**src/rtl/pcni_pkg.sv**
```systemverilog
// ----------------------------------------------------------------------------
// pcni_pkg
// shared types, constants and the neighbour slot step table
// ----------------------------------------------------------------------------
package pcni_pkg;

	localparam int IDX_W   = 24;
	localparam int COORD_W = 8;
	localparam int COUNT_W = 9;
	localparam int AREA_W  = 18;
	localparam int SLOT_W  = 5;

	localparam logic [SLOT_W-1:0] FIRST_SLOT = 5'd0;
	localparam logic [SLOT_W-1:0] LAST_SLOT  = 5'd25;

	localparam logic [1:0] CFG_CELLS_X = 2'd0;
	localparam logic [1:0] CFG_CELLS_Y = 2'd1;
	localparam logic [1:0] CFG_CELLS_Z = 2'd2;

	typedef enum logic [1:0] {
		STEP_HOLD,
		STEP_UP,
		STEP_DOWN
	} step_t;

	typedef struct packed {
		step_t dx;
		step_t dy;
		step_t dz;
	} step3_t;

	typedef struct packed {
		logic [COORD_W-1:0] cell_x;
		logic [COORD_W-1:0] cell_y;
		logic [COORD_W-1:0] cell_z;
	} cell_beat_t;

	typedef struct packed {
		logic [IDX_W-1:0]  home_index;
		logic [SLOT_W-1:0] slot;
		logic [IDX_W-1:0]  neighbour_index;
		logic              last;
		logic              range_error;
	} nbr_beat_t;

	typedef struct packed {
		logic [COORD_W-1:0] x;
		logic [COORD_W-1:0] y;
		logic [COORD_W-1:0] z;
		logic [SLOT_W-1:0]  slot;
		logic               last;
		logic               err;
	} slot_beat_t;

	typedef struct packed {
		logic [COORD_W-1:0] hx;
		logic [COORD_W-1:0] hy;
		logic [COORD_W-1:0] hz;
		logic [COUNT_W-1:0] qx;
		logic [COUNT_W-1:0] qy;
		logic [COUNT_W-1:0] qz;
		logic [SLOT_W-1:0]  slot;
		logic               last;
		logic               err;
	} wrap_beat_t;

	typedef struct packed {
		logic [COORD_W-1:0] hx;
		logic [IDX_W-1:0]   h_yterm;
		logic [IDX_W-1:0]   h_zterm;
		logic [COUNT_W-1:0] qx;
		logic [IDX_W-1:0]   n_yterm;
		logic [IDX_W-1:0]   n_zterm;
		logic [SLOT_W-1:0]  slot;
		logic               last;
		logic               err;
	} prod_beat_t;

	function automatic step3_t slot_step(input logic [SLOT_W-1:0] slot);
		step3_t s;
		case (slot)
			5'd0:    s = '{STEP_UP,   STEP_HOLD, STEP_HOLD};
			5'd1:    s = '{STEP_UP,   STEP_UP,   STEP_HOLD};
			5'd2:    s = '{STEP_HOLD, STEP_UP,   STEP_HOLD};
			5'd3:    s = '{STEP_DOWN, STEP_UP,   STEP_HOLD};
			5'd4:    s = '{STEP_UP,   STEP_HOLD, STEP_DOWN};
			5'd5:    s = '{STEP_UP,   STEP_UP,   STEP_DOWN};
			5'd6:    s = '{STEP_HOLD, STEP_UP,   STEP_DOWN};
			5'd7:    s = '{STEP_DOWN, STEP_UP,   STEP_DOWN};
			5'd8:    s = '{STEP_UP,   STEP_HOLD, STEP_UP};
			5'd9:    s = '{STEP_UP,   STEP_UP,   STEP_UP};
			5'd10:   s = '{STEP_HOLD, STEP_UP,   STEP_UP};
			5'd11:   s = '{STEP_DOWN, STEP_UP,   STEP_UP};
			5'd12:   s = '{STEP_HOLD, STEP_HOLD, STEP_UP};
			5'd13:   s = '{STEP_DOWN, STEP_HOLD, STEP_HOLD};
			5'd14:   s = '{STEP_HOLD, STEP_DOWN, STEP_HOLD};
			5'd15:   s = '{STEP_HOLD, STEP_HOLD, STEP_DOWN};
			5'd16:   s = '{STEP_UP,   STEP_DOWN, STEP_HOLD};
			5'd17:   s = '{STEP_DOWN, STEP_DOWN, STEP_HOLD};
			5'd18:   s = '{STEP_DOWN, STEP_HOLD, STEP_UP};
			5'd19:   s = '{STEP_DOWN, STEP_HOLD, STEP_DOWN};
			5'd20:   s = '{STEP_HOLD, STEP_DOWN, STEP_UP};
			5'd21:   s = '{STEP_HOLD, STEP_DOWN, STEP_DOWN};
			5'd22:   s = '{STEP_UP,   STEP_DOWN, STEP_UP};
			5'd23:   s = '{STEP_UP,   STEP_DOWN, STEP_DOWN};
			5'd24:   s = '{STEP_DOWN, STEP_DOWN, STEP_UP};
			5'd25:   s = '{STEP_DOWN, STEP_DOWN, STEP_DOWN};
			default: s = '{STEP_HOLD, STEP_HOLD, STEP_HOLD};
		endcase
		return s;
	endfunction

endpackage

```
**src/rtl/pcni_seq.sv**
```systemverilog
// ----------------------------------------------------------------------------
// pcni_seq
// holds one home cell and issues its neighbour slots, one beat per cycle while sb_ready is high
// ----------------------------------------------------------------------------
module pcni_seq import pcni_pkg::*; (
	input  logic               clk,
	input  logic               arst_n,
	input  logic               cell_valid,
	output logic               cell_ready,
	input  cell_beat_t         coord,
	input  logic [COUNT_W-1:0] nx,
	input  logic [COUNT_W-1:0] ny,
	input  logic [COUNT_W-1:0] nz,
	output logic               sb_valid,
	input  logic               sb_ready,
	output slot_beat_t         sb
);

	logic               busy_q;
	logic               err_q;
	logic [SLOT_W-1:0]  slot_q;
	logic [COORD_W-1:0] x_q;
	logic [COORD_W-1:0] y_q;
	logic [COORD_W-1:0] z_q;
	logic               last;
	logic               issue;
	logic               accept;
	logic               out_of_range;

	assign last         = err_q || (slot_q == LAST_SLOT);
	assign issue        = busy_q && sb_ready;
	assign cell_ready   = !busy_q || (issue && last);
	assign accept       = cell_valid && cell_ready;
	assign out_of_range = ({1'b0, coord.cell_x} >= nx) || ({1'b0, coord.cell_y} >= ny) ||
		({1'b0, coord.cell_z} >= nz);

	always_ff @(posedge clk or negedge arst_n) begin
		if (!arst_n) begin
			busy_q <= 1'b0;
			err_q  <= 1'b0;
			slot_q <= FIRST_SLOT;
		end else if (accept) begin
			busy_q <= 1'b1;
			err_q  <= out_of_range;
			slot_q <= FIRST_SLOT;
		end else if (issue) begin
			if (last) begin
				busy_q <= 1'b0;
			end else begin
				slot_q <= slot_q + 5'd1;
			end
		end
	end

	always_ff @(posedge clk) begin
		if (accept) begin
			x_q <= coord.cell_x;
			y_q <= coord.cell_y;
			z_q <= coord.cell_z;
		end
	end

	assign sb_valid = busy_q;
	assign sb       = '{x: x_q, y: y_q, z: z_q, slot: slot_q, last: last, err: err_q};

	a_slot_bound: assert property (@(posedge clk) disable iff (!arst_n)
		busy_q |-> slot_q <= LAST_SLOT)
		else $error("slot counter past last slot");

	a_slot_advance: assert property (@(posedge clk) disable iff (!arst_n)
		issue && !last && !accept |=> busy_q && slot_q == $past(slot_q) + 5'd1)
		else $error("slot counter did not advance on an issued beat");

endmodule

```
**src/rtl/pcni_wrap.sv**
```systemverilog
// ----------------------------------------------------------------------------
// pcni_wrap
// first stage: periodic wrap of the neighbour coordinates per axis
// ----------------------------------------------------------------------------
module pcni_wrap import pcni_pkg::*; (
	input  logic               clk,
	input  logic               arst_n,
	input  logic [COUNT_W-1:0] nx,
	input  logic [COUNT_W-1:0] ny,
	input  logic [COUNT_W-1:0] nz,
	input  logic               sb_valid,
	output logic               sb_ready,
	input  slot_beat_t         sb,
	output logic               wb_valid,
	input  logic               wb_ready,
	output wrap_beat_t         wb
);

	function automatic logic [COUNT_W-1:0] wrap_axis(input logic [COORD_W-1:0] c,
		input logic [COUNT_W-1:0] n, input step_t d);
		logic [COUNT_W-1:0] up;
		logic [COUNT_W-1:0] r;
		up = {1'b0, c} + 9'd1;
		case (d)
			STEP_UP:   r = (up >= n) ? '0 : up;
			STEP_DOWN: r = (c == '0) ? n - 9'd1 : {1'b0, c} - 9'd1;
			default:   r = {1'b0, c};
		endcase
		return r;
	endfunction

	logic       v_s1;
	wrap_beat_t beat_s1;
	step3_t     st;

	assign st       = slot_step(sb.slot);
	assign sb_ready = !v_s1 || wb_ready;

	always_ff @(posedge clk or negedge arst_n) begin
		if (!arst_n) begin
			v_s1 <= 1'b0;
		end else if (sb_ready) begin
			v_s1 <= sb_valid;
		end
	end

	always_ff @(posedge clk) begin
		if (sb_ready && sb_valid) begin
			beat_s1.hx   <= sb.x;
			beat_s1.hy   <= sb.y;
			beat_s1.hz   <= sb.z;
			beat_s1.qx   <= wrap_axis(sb.x, nx, st.dx);
			beat_s1.qy   <= wrap_axis(sb.y, ny, st.dy);
			beat_s1.qz   <= wrap_axis(sb.z, nz, st.dz);
			beat_s1.slot <= sb.slot;
			beat_s1.last <= sb.last;
			beat_s1.err  <= sb.err;
		end
	end

	assign wb_valid = v_s1;
	assign wb       = beat_s1;

endmodule

```
**src/rtl/pcni_index.sv**
```systemverilog
// ----------------------------------------------------------------------------
// pcni_index
// second and third stages: row and plane products, then the linear sums
// ----------------------------------------------------------------------------
module pcni_index import pcni_pkg::*; (
	input  logic               clk,
	input  logic               arst_n,
	input  logic [COUNT_W-1:0] nx,
	input  logic [AREA_W-1:0]  area,
	input  logic               wb_valid,
	output logic               wb_ready,
	input  wrap_beat_t         wb,
	output logic               nbr_valid,
	input  logic               nbr_ready,
	output nbr_beat_t          nbr
);

	logic       v_s2;
	logic       v_s3;
	prod_beat_t beat_s2;
	nbr_beat_t  beat_s3;
	logic       ready_s2;
	logic       ready_s3;

	logic [17:0] h_y_p;
	logic [25:0] h_z_p;
	logic [17:0] n_y_p;
	logic [26:0] n_z_p;
	logic [IDX_W-1:0] home_sum;
	logic [IDX_W-1:0] nbr_sum;

	assign h_y_p = {10'b0, wb.hy} * {9'b0, nx};
	assign h_z_p = {18'b0, wb.hz} * {8'b0, area};
	assign n_y_p = {9'b0, wb.qy} * {9'b0, nx};
	assign n_z_p = {18'b0, wb.qz} * {9'b0, area};

	assign ready_s3 = !v_s3 || nbr_ready;
	assign ready_s2 = !v_s2 || ready_s3;
	assign wb_ready = ready_s2;

	always_ff @(posedge clk or negedge arst_n) begin
		if (!arst_n) begin
			v_s2 <= 1'b0;
			v_s3 <= 1'b0;
		end else begin
			if (ready_s2) begin
				v_s2 <= wb_valid;
			end
			if (ready_s3) begin
				v_s3 <= v_s2;
			end
		end
	end

	always_ff @(posedge clk) begin
		if (ready_s2 && wb_valid) begin
			beat_s2.hx      <= wb.hx;
			beat_s2.h_yterm <= {6'b0, h_y_p};
			beat_s2.h_zterm <= h_z_p[IDX_W-1:0];
			beat_s2.qx      <= wb.qx;
			beat_s2.n_yterm <= {6'b0, n_y_p};
			beat_s2.n_zterm <= n_z_p[IDX_W-1:0];
			beat_s2.slot    <= wb.slot;
			beat_s2.last    <= wb.last;
			beat_s2.err     <= wb.err;
		end
	end

	assign home_sum = {16'b0, beat_s2.hx} + beat_s2.h_yterm + beat_s2.h_zterm;
	assign nbr_sum  = {15'b0, beat_s2.qx} + beat_s2.n_yterm + beat_s2.n_zterm;

	always_ff @(posedge clk) begin
		if (ready_s3 && v_s2) begin
			// rejected cell: single beat with zero indices
			if (beat_s2.err) begin
				beat_s3 <= '{home_index: '0, slot: FIRST_SLOT, neighbour_index: '0,
					last: 1'b1, range_error: 1'b1};
			end else begin
				beat_s3 <= '{home_index: home_sum, slot: beat_s2.slot,
					neighbour_index: nbr_sum, last: beat_s2.last, range_error: 1'b0};
			end
		end
	end

	assign nbr_valid = v_s3;
	assign nbr       = beat_s3;

endmodule

```
**src/rtl/periodic_cell_neighbour_index.sv**
```systemverilog
// ----------------------------------------------------------------------------
// periodic_cell_neighbour_index
// 26-neighbour linear index generator for a periodic 3-D link-cell grid
// ----------------------------------------------------------------------------
// The cell channel takes one home cell coordinate per beat. For each one the
// nbr channel gives 26 beats, slots 0 to 25 in the fixed order, each with the
// home and wrapped neighbour linear index, x fastest; last marks slot 25.
// A coordinate at or above its axis count gives one beat with range_error and
// last set and all indices zero.
// The cfg channel writes cells_x, cells_y, cells_z (index 0, 1, 2; other
// indices are dropped) and is always ready; the user must write it only
// while idle, which the block does not enforce. Counts above AXIS_MAX
// saturate to AXIS_MAX. Throughput: one nbr beat per cycle while nbr_ready
// allows, set by the slot sequencer; the next cell is accepted on the edge
// that issues the last slot of the current one.
// After a cell beat is accepted, its first nbr beat passes in turn through
// the registered wrap, products and sums stages.
// Reset clears the pipeline and sets every axis count to 1. A stalled nbr
// beat holds the pipeline without loss; stages behind it keep filling.
// ----------------------------------------------------------------------------
module periodic_cell_neighbour_index import pcni_pkg::*; #(
	parameter int AXIS_MAX = 256
) (
	input  logic               clk,
	input  logic               arst_n,
	input  logic               cell_valid,
	output logic               cell_ready,
	input  cell_beat_t         coord,
	output logic               nbr_valid,
	input  logic               nbr_ready,
	output nbr_beat_t          nbr,
	input  logic               cfg_valid,
	output logic               cfg_ready,
	input  logic [1:0]         cfg_index,
	input  logic [COUNT_W-1:0] cfg_data
);

	function automatic logic [COUNT_W-1:0] sat_count(input logic [COUNT_W-1:0] c);
		logic [COUNT_W-1:0] r;
		if (int'(c) > AXIS_MAX) begin
			r = COUNT_W'(AXIS_MAX);
		end else begin
			r = c;
		end
		return r;
	endfunction

	logic [COUNT_W-1:0] cells_x_q;
	logic [COUNT_W-1:0] cells_y_q;
	logic [COUNT_W-1:0] cells_z_q;
	logic [AREA_W-1:0]  area_q;
	logic [COUNT_W-1:0] nx;
	logic [COUNT_W-1:0] ny;
	logic [COUNT_W-1:0] nz;

	logic       sb_valid;
	logic       sb_ready;
	slot_beat_t sb;
	logic       wb_valid;
	logic       wb_ready;
	wrap_beat_t wb;

	assign cfg_ready = 1'b1;
	assign nx = sat_count(cells_x_q);
	assign ny = sat_count(cells_y_q);
	assign nz = sat_count(cells_z_q);

	always_ff @(posedge clk or negedge arst_n) begin
		if (!arst_n) begin
			cells_x_q <= 9'd1;
			cells_y_q <= 9'd1;
			cells_z_q <= 9'd1;
		end else if (cfg_valid && cfg_ready) begin
			unique case (cfg_index)
				CFG_CELLS_X: cells_x_q <= cfg_data;
				CFG_CELLS_Y: cells_y_q <= cfg_data;
				CFG_CELLS_Z: cells_z_q <= cfg_data;
				default: ;
			endcase
		end
	end

	// plane size, registered; it settles in the cycle after a count write
	always_ff @(posedge clk or negedge arst_n) begin
		if (!arst_n) begin
			area_q <= 18'd1;
		end else begin
			area_q <= {9'b0, nx} * {9'b0, ny};
		end
	end

	pcni_seq u_seq (
		.clk        (clk),
		.arst_n     (arst_n),
		.cell_valid (cell_valid),
		.cell_ready (cell_ready),
		.coord      (coord),
		.nx         (nx),
		.ny         (ny),
		.nz         (nz),
		.sb_valid   (sb_valid),
		.sb_ready   (sb_ready),
		.sb         (sb)
	);

	pcni_wrap u_wrap (
		.clk      (clk),
		.arst_n   (arst_n),
		.nx       (nx),
		.ny       (ny),
		.nz       (nz),
		.sb_valid (sb_valid),
		.sb_ready (sb_ready),
		.sb       (sb),
		.wb_valid (wb_valid),
		.wb_ready (wb_ready),
		.wb       (wb)
	);

	pcni_index u_index (
		.clk       (clk),
		.arst_n    (arst_n),
		.nx        (nx),
		.area      (area_q),
		.wb_valid  (wb_valid),
		.wb_ready  (wb_ready),
		.wb        (wb),
		.nbr_valid (nbr_valid),
		.nbr_ready (nbr_ready),
		.nbr       (nbr)
	);

	a_err_beat: assert property (@(posedge clk) disable iff (!arst_n)
		nbr_valid && nbr.range_error |-> nbr.last && nbr.slot == FIRST_SLOT &&
		nbr.home_index == '0 && nbr.neighbour_index == '0)
		else $error("range error beat not a lone zero beat");

	a_last_slot: assert property (@(posedge clk) disable iff (!arst_n)
		nbr_valid && !nbr.range_error |-> nbr.last == (nbr.slot == LAST_SLOT))
		else $error("last flag does not match final slot");

endmodule
```
**config.mk**
```make
export PLATFORM = sky130hd
export DESIGN_NAME = periodic_cell_neighbour_index
export DESIGN_NICKNAME = d
export VERILOG_FILES = /design/src/rtl/pcni_pkg.sv /design/src/rtl/pcni_seq.sv /design/src/rtl/pcni_wrap.sv /design/src/rtl/pcni_index.sv /design/src/rtl/periodic_cell_neighbour_index.sv
export SDC_FILE = /design/constraint.sdc
export NUM_CORES = 2
export LEC_CHECK = 0
export BUFFER_PORTS_ARGS = -buffer_cell sky130_fd_sc_hd__buf_2
export CORE_MARGIN = 2
export CORE_UTILIZATION = 45
export DETAILED_ROUTE_END_ITERATION = 6
export REMOVE_ABC_BUFFERS = 1
export SYNTH_ARGS = -nofsm -noshare
export SYNTH_HDL_FRONTEND = slang
export SYNTH_SLANG_ARGS = --single-unit
```
**constraint.sdc**
```tcl
create_clock -name clk -period 14.6 [get_ports clk]
set_input_delay 0 -clock clk [delete_from_list [all_inputs] [get_ports clk]]
set_output_delay 0 -clock clk [all_outputs]
set_load 0.05 [all_outputs]
```
# ---- Word-level counts from Yosys, hierarchy flattened
# Memory sizes are Yosys's and may differ from the RTL's.
# Index checks and enable logic that the tools add are counted.
# W data, S select, Z words.
dict set report word_totals {
  register_bits 299
  rom_bits 192
  inputBits 40
  output_inout_bits 58
  elab_cells 121
  mem_count 1
}
dict set report classes {
  addsub 14
  mul 5
  magnitude_cmp 9
  n_eq_ne 10
  n_mux 19
  n_reduce_logical 27
}
# name depth word_bits read_ports rd_ports_with_merged_regs write_ports line_no
set memory_table {}
lappend memory_table {{(no name shown)} 32 6 1 0 0 pcni_pkg.sv:81} ;# case (slot)
# cell n
set op_table {}
lappend op_table {{$mux W9} 9}
lappend op_table {{$pmux W9 S2} 3}
lappend op_table {{$mul A9 B9 Y18} 2}
lappend op_table {{$add A8 B1 Y9 const B} 3}
lappend op_table {{$ge A8 B9 Y1} 3}
lappend op_table {{$ge A9 B9 Y1} 3}
lappend op_table {{$gt A9 B9 Y1 const B} 3}
lappend op_table {{$sub A8 B1 Y9 const B} 3}
lappend op_table {{$sub A9 B1 Y9 const B} 3}
lappend op_table {{$add A18 B24 Y24} 1}
lappend op_table {{$add A19 B24 Y24} 1}
lappend op_table {{$logic_not A8 Y1} 3}
lappend op_table {{$mul A8 B18 Y24} 1}
lappend op_table {{$mul A9 B18 Y24} 1}
lappend op_table {{$add A9 B18 Y19} 1}
lappend op_table {{$add A8 B17 Y18} 1}
lappend op_table {{$mul A8 B9 Y17} 1}
lappend op_table {{$mux W5} 3}
lappend op_table {{$reduce_and A2 Y1} 5}
lappend op_table {{$eq A2 B1 Y1 const B} 4}
lappend op_table {{$eq A2 B2 Y1 const B} 4}
lappend op_table {{$logic_or A1 B1 Y1} 7}
lappend op_table {{$add A5 B1 Y5 const B} 1}
lappend op_table {{$eq A5 B5 Y1 const B} 1}
lappend op_table {{other kinds (6)} 17}

# ---- Longest topological paths before layout
dict set report depth {
  ltp_word 10
  mapped_depth 23
  ltp_nobuf 21
}

# ---- Cells and area by module
# From an unflattened synthesis, not the netlist that was laid out.
dict set report hier_totals {
  cells_unflattened 3355
  area_unflattened_um2 32770.2
}
# mod n_inst cells_each area_per_inst_um2 seq_area_each_um2
set modules_own_cells {}
lappend modules_own_cells {pcni_index 1 2232 21854.7 4914.7}
lappend modules_own_cells {pcni_wrap 1 561 5016.1 1766.7}
lappend modules_own_cells {periodic_cell_neighbour_index 1 415 4171.5 1131.1}
lappend modules_own_cells {pcni_seq 1 147 1727.9 895.9}

# ---- Least setup slack after synthesis
# Ideal clock, no wire load.
dict set report synth_timing {
  path_kind {register -> register}
  from {reg cells_x_q[8]}
  to {reg u_index.beat_s2[48] (netlist name) (data pin)}
  setup_time_ns 0.207
  arrival_ns 4.975
  required_ns 14.393
  setup_slack_ns 9.418
  path_stages_with_launch 21
  path_buffers 2
  period_less_slack_ns 5.182
  path_cell_list {dfrtp_1 > inv_1 > clkbuf_1 > nand2_1 > inv_1 > clkbuf_1 > nand2_1 > fa_1 > inv_1 > fa_1 > inv_1 > fa_1 > fa_1 > inv_1 > ha_1 > inv_1 > o21a_1 > o21ai_0 > a21o_1 > mux2i_1 > a2111oi_0}
}
dict set report synth_via {
  elab_chain_len 3
}
# item line_no
set synth_lines {}
lappend synth_lines {{start: declaration} periodic_cell_neighbour_index.sv:48} ;# logic [COUNT_W-1:0] cells_x_q;
lappend synth_lines {{start signal: assignment} periodic_cell_neighbour_index.sv:75} ;# CFG_CELLS_X: cells_x_q <= cfg_data;
lappend synth_lines {{$gt A9 B9 Y1} periodic_cell_neighbour_index.sv:40} ;# if (int'(c) > AXIS_MAX) begin
lappend synth_lines {{$mux W9 *} periodic_cell_neighbour_index.sv:40}
lappend synth_lines {{$mul A9 B9 Y18 *} pcni_index.sv:34} ;# assign n_y_p = {9'b0, wb.qy} * {9'b0, nx};
lappend synth_lines {{named net u_index.n_y_p[17]} pcni_index.sv:27} ;# logic [17:0] n_y_p;
lappend synth_lines {{end: declaration} pcni_index.sv:20} ;# prod_beat_t beat_s2;
# The timed path passes the listed nets; every way through them passes the cells marked *.
# A chain may end at the register's enable or synchronous reset.

# ---- Final worst setup path
# Ends and elaborated chain as after synthesis.

==> impl_metrics.toml <==
[grt]
grt_pass1_wl_um = 129000
overflow = 0
first_global_vias = 23800
grt_max_degree = 65
track_usage_pct = 22.2
antenna_found_initial = 0

[drt]
dr.pass1.iters = 5
drc_errors = 0
drtAntennaViolNets = 0
drt_iter0_markers = 1565
viasPerCell = 5.36
routedWlPerCell_um = 18.7
vias = 23000
wl_um = 80200

[sta]
maxSlewHeadroom_pct = 18.1
final.min_clock_period_ns = 6.20
fin_skew_ns = 0.0331
slew_violations = 0
hold_viol_final = 0
fin_setup_tns_ns = 0
timing.final.crit_share_pct = 42.5
tightest_slew_ns = 1.22
fin_hold_ws_ns = 0.106
setup_violations = 0
fmax_mhz = 161
rsz0062_at_grt = "false"

[finish]
layout_commonest_cell = "inv_1"
drive_gt1_share_pct = 6.60
fin_util_pct = 49.8
final_cell_mix = "503 x inv_1, 367 x fa_1, 318 x nand2_1"
layout.nets = 4048
area_growth_pct = 9.45
num_antenna_cells = 0
final_cells = 4291

[critical_path]
cp-end-kind = "flip-flop"
critical_path_arrival_ns = 6.51
worst-path-buf-inv = 7
cp_max_fo = 33
max_stage_delay_ns = 0.73
crit_required_ns = 14.91
crit_family = "adder cells"
cpMostUsedCell = "inv_1"
crit_slowest_cell = "inv_1"
crit_chain = "buf_4 > inv_1 > nand2_1 > inv_1 > nand2_1 > fa_1 > inv_1 > fa_1 > inv_1 > fa_1 > fa_1 > inv_1 > ha_1 > inv_1 > o21a_1 > o21ai_0 > a21o_1 > mux2i_1 > a2111oi_0"
crit_type = "reg2reg"
cp-start-kind = "flip-flop"

[synth]
async_reset_ff_share_pct = 18.4
ys_types = 82
synth_edf_count = 244
syn_area_per_cell_um2 = 9.85
post-synth-top-area-cell = "fa_1"
synth.top_cell.area_share_pct = 23.0
synth_area_um2 = 31900
ys_seq_area_share_pct = 27.3
yosysWarnings = 0
synth_area_leaders = "fa_1 23%, edfxtp_1 23%, ha_1 12%"
syn_inst = 3239
synth-seq-cells = 299
ys.flop_type = "edfxtp_1"

[floorplanning]
design.die.area_um2 = 73000
ioPinCount = 98
rows = 97
initial_core_util_pct = 45.5
die_x_um = 270
die_y_um = 270
coreArea_um2 = 70100

[cts]
clk_pin_slew_ns = 0.06
clock_latency_ns = 0.56
cts.sinks = 299
cts_max_path_buffers = 3
cts_tree = "built"
htreeDepth = 2
cts_root_buffer = "clkbuf_16"
post-cts-setup-buffer-count = 0
cts_buffers = 37

[outcome]
outcome = "finished clean"

[worst_hold_path]
hold_path.class = "in2reg"

[place]
io_buffers = 96
dp.cells = 4188
gp_congestion = 0.903
dpl.hpwl_um = 62200

[run]
cap_violations = 0
-- worst min-delay path: stages --
cell,delay (ns)
buf_2,0.11
nor3b_1,0.13
buf_4,0.17
mux2_2,0.23
-- synth_stat cells (all sizes together), types with 6 or more instances --
cell,count
nor2b,46
o21a,24
a32oi,8
nand2,318
or3,10
and2,268
a21boi,7
inv,505
xor2,37
and3,18
o22ai,12
a211oi,21
a31oi,24
edfxtp,244
o21ai,70
a21oi,125
a211o,7
buf,10
nor2,198
a2111oi,7
nor3,43
o31ai,13
clkbuf,95
nor4,14
nand3,37
o211ai,18
nand4,25
a21o,56
ha,313
dfrtp,51
o21bai,14
fa,367
mux2,32
or4,6
nor3b,7
nand2b,23
clkinv,7
xnor2,78
a221oi,9
-- state kept, by name, summed over array words and instances (netlist names), 9 cells and up --
| signal | count |
|---|---|
| cells_y_q | 9 |
| cells_x_q | 9 |
| u_wrap.wb | 58 |
| u_index.nbr | 55 |
| area_q | 18 |
| u_index.beat_s2 | 107 |
| cells_z_q | 9 |
-- per-layer routing --
| layer | track usage [%] | wire length [µm] | vias up |
|---|---|---|---|
| met3 | 3.26 | 4290 | 109 |
| met5 | 0 | 0 | - |
| met1 | 30.3 | 36100 | 11400 |
| met4 | 5.00 | 1610 | 0 |
| li1 | - | - | 10900 |
| met2 | 37.4 | 38200 | 620 |
-- logic make-up after synthesis --
family,after synthesis,share of synthesized area [%]
buf+inv,617,7.30
mux,37,1.30
xor+xnor,115,3.16
other cells,1,0.0118
simple gates,1035,16.3
flops,299,27.3
fa+ha+maj,681,35.3
compound gates,454,9.33
-- final cells by class --
type	instances	area [µm²]
timing repair buffer	155	1030
sequential	299	8710
tap	940	1180
clock inverter	20	220
inverter	512	1920
fill	6531	35200
clock buffer	42	987
multi-input combinational	2323	20900
-- final timing paths --
path / cells after the start / endpoint / start / slack [ns]
max: 19 / u_index.beat_s2[48] / cells_x_q[8] / 8.40
min: 4 / cells_x_q[0] / cfg_valid / 0.11
max reg2reg: 19 / u_index.beat_s2[48] / cells_x_q[8] / 8.40
min reg2reg: 0 / u_index.beat_s2[57] / u_wrap.wb[27] / 0.42
max in group asynchronous: 3 / area_q[7] / arst_n / 13.98
min in group asynchronous: 3 / cells_y_q[2] / arst_n / 0.12
-- per-stage QoR --
stage                     setup WS, ns  area, µm²
after floorplan                   9.14      31500
after global placement            8.79      33300
after detailed placement          8.54      33300
after CTS                         8.51      34900
after global routing              8.01      34900
final                             8.40      34900
-- repair_timing --
action,4_1_cts,5_1_grt
endpoints found under the hold margin,117,0
hold buffers,41,0
gates resized for setup,0,0
Power is not shown: default switching activity piles up to over one toggle a cycle in this logic, so the estimate is an artifact.
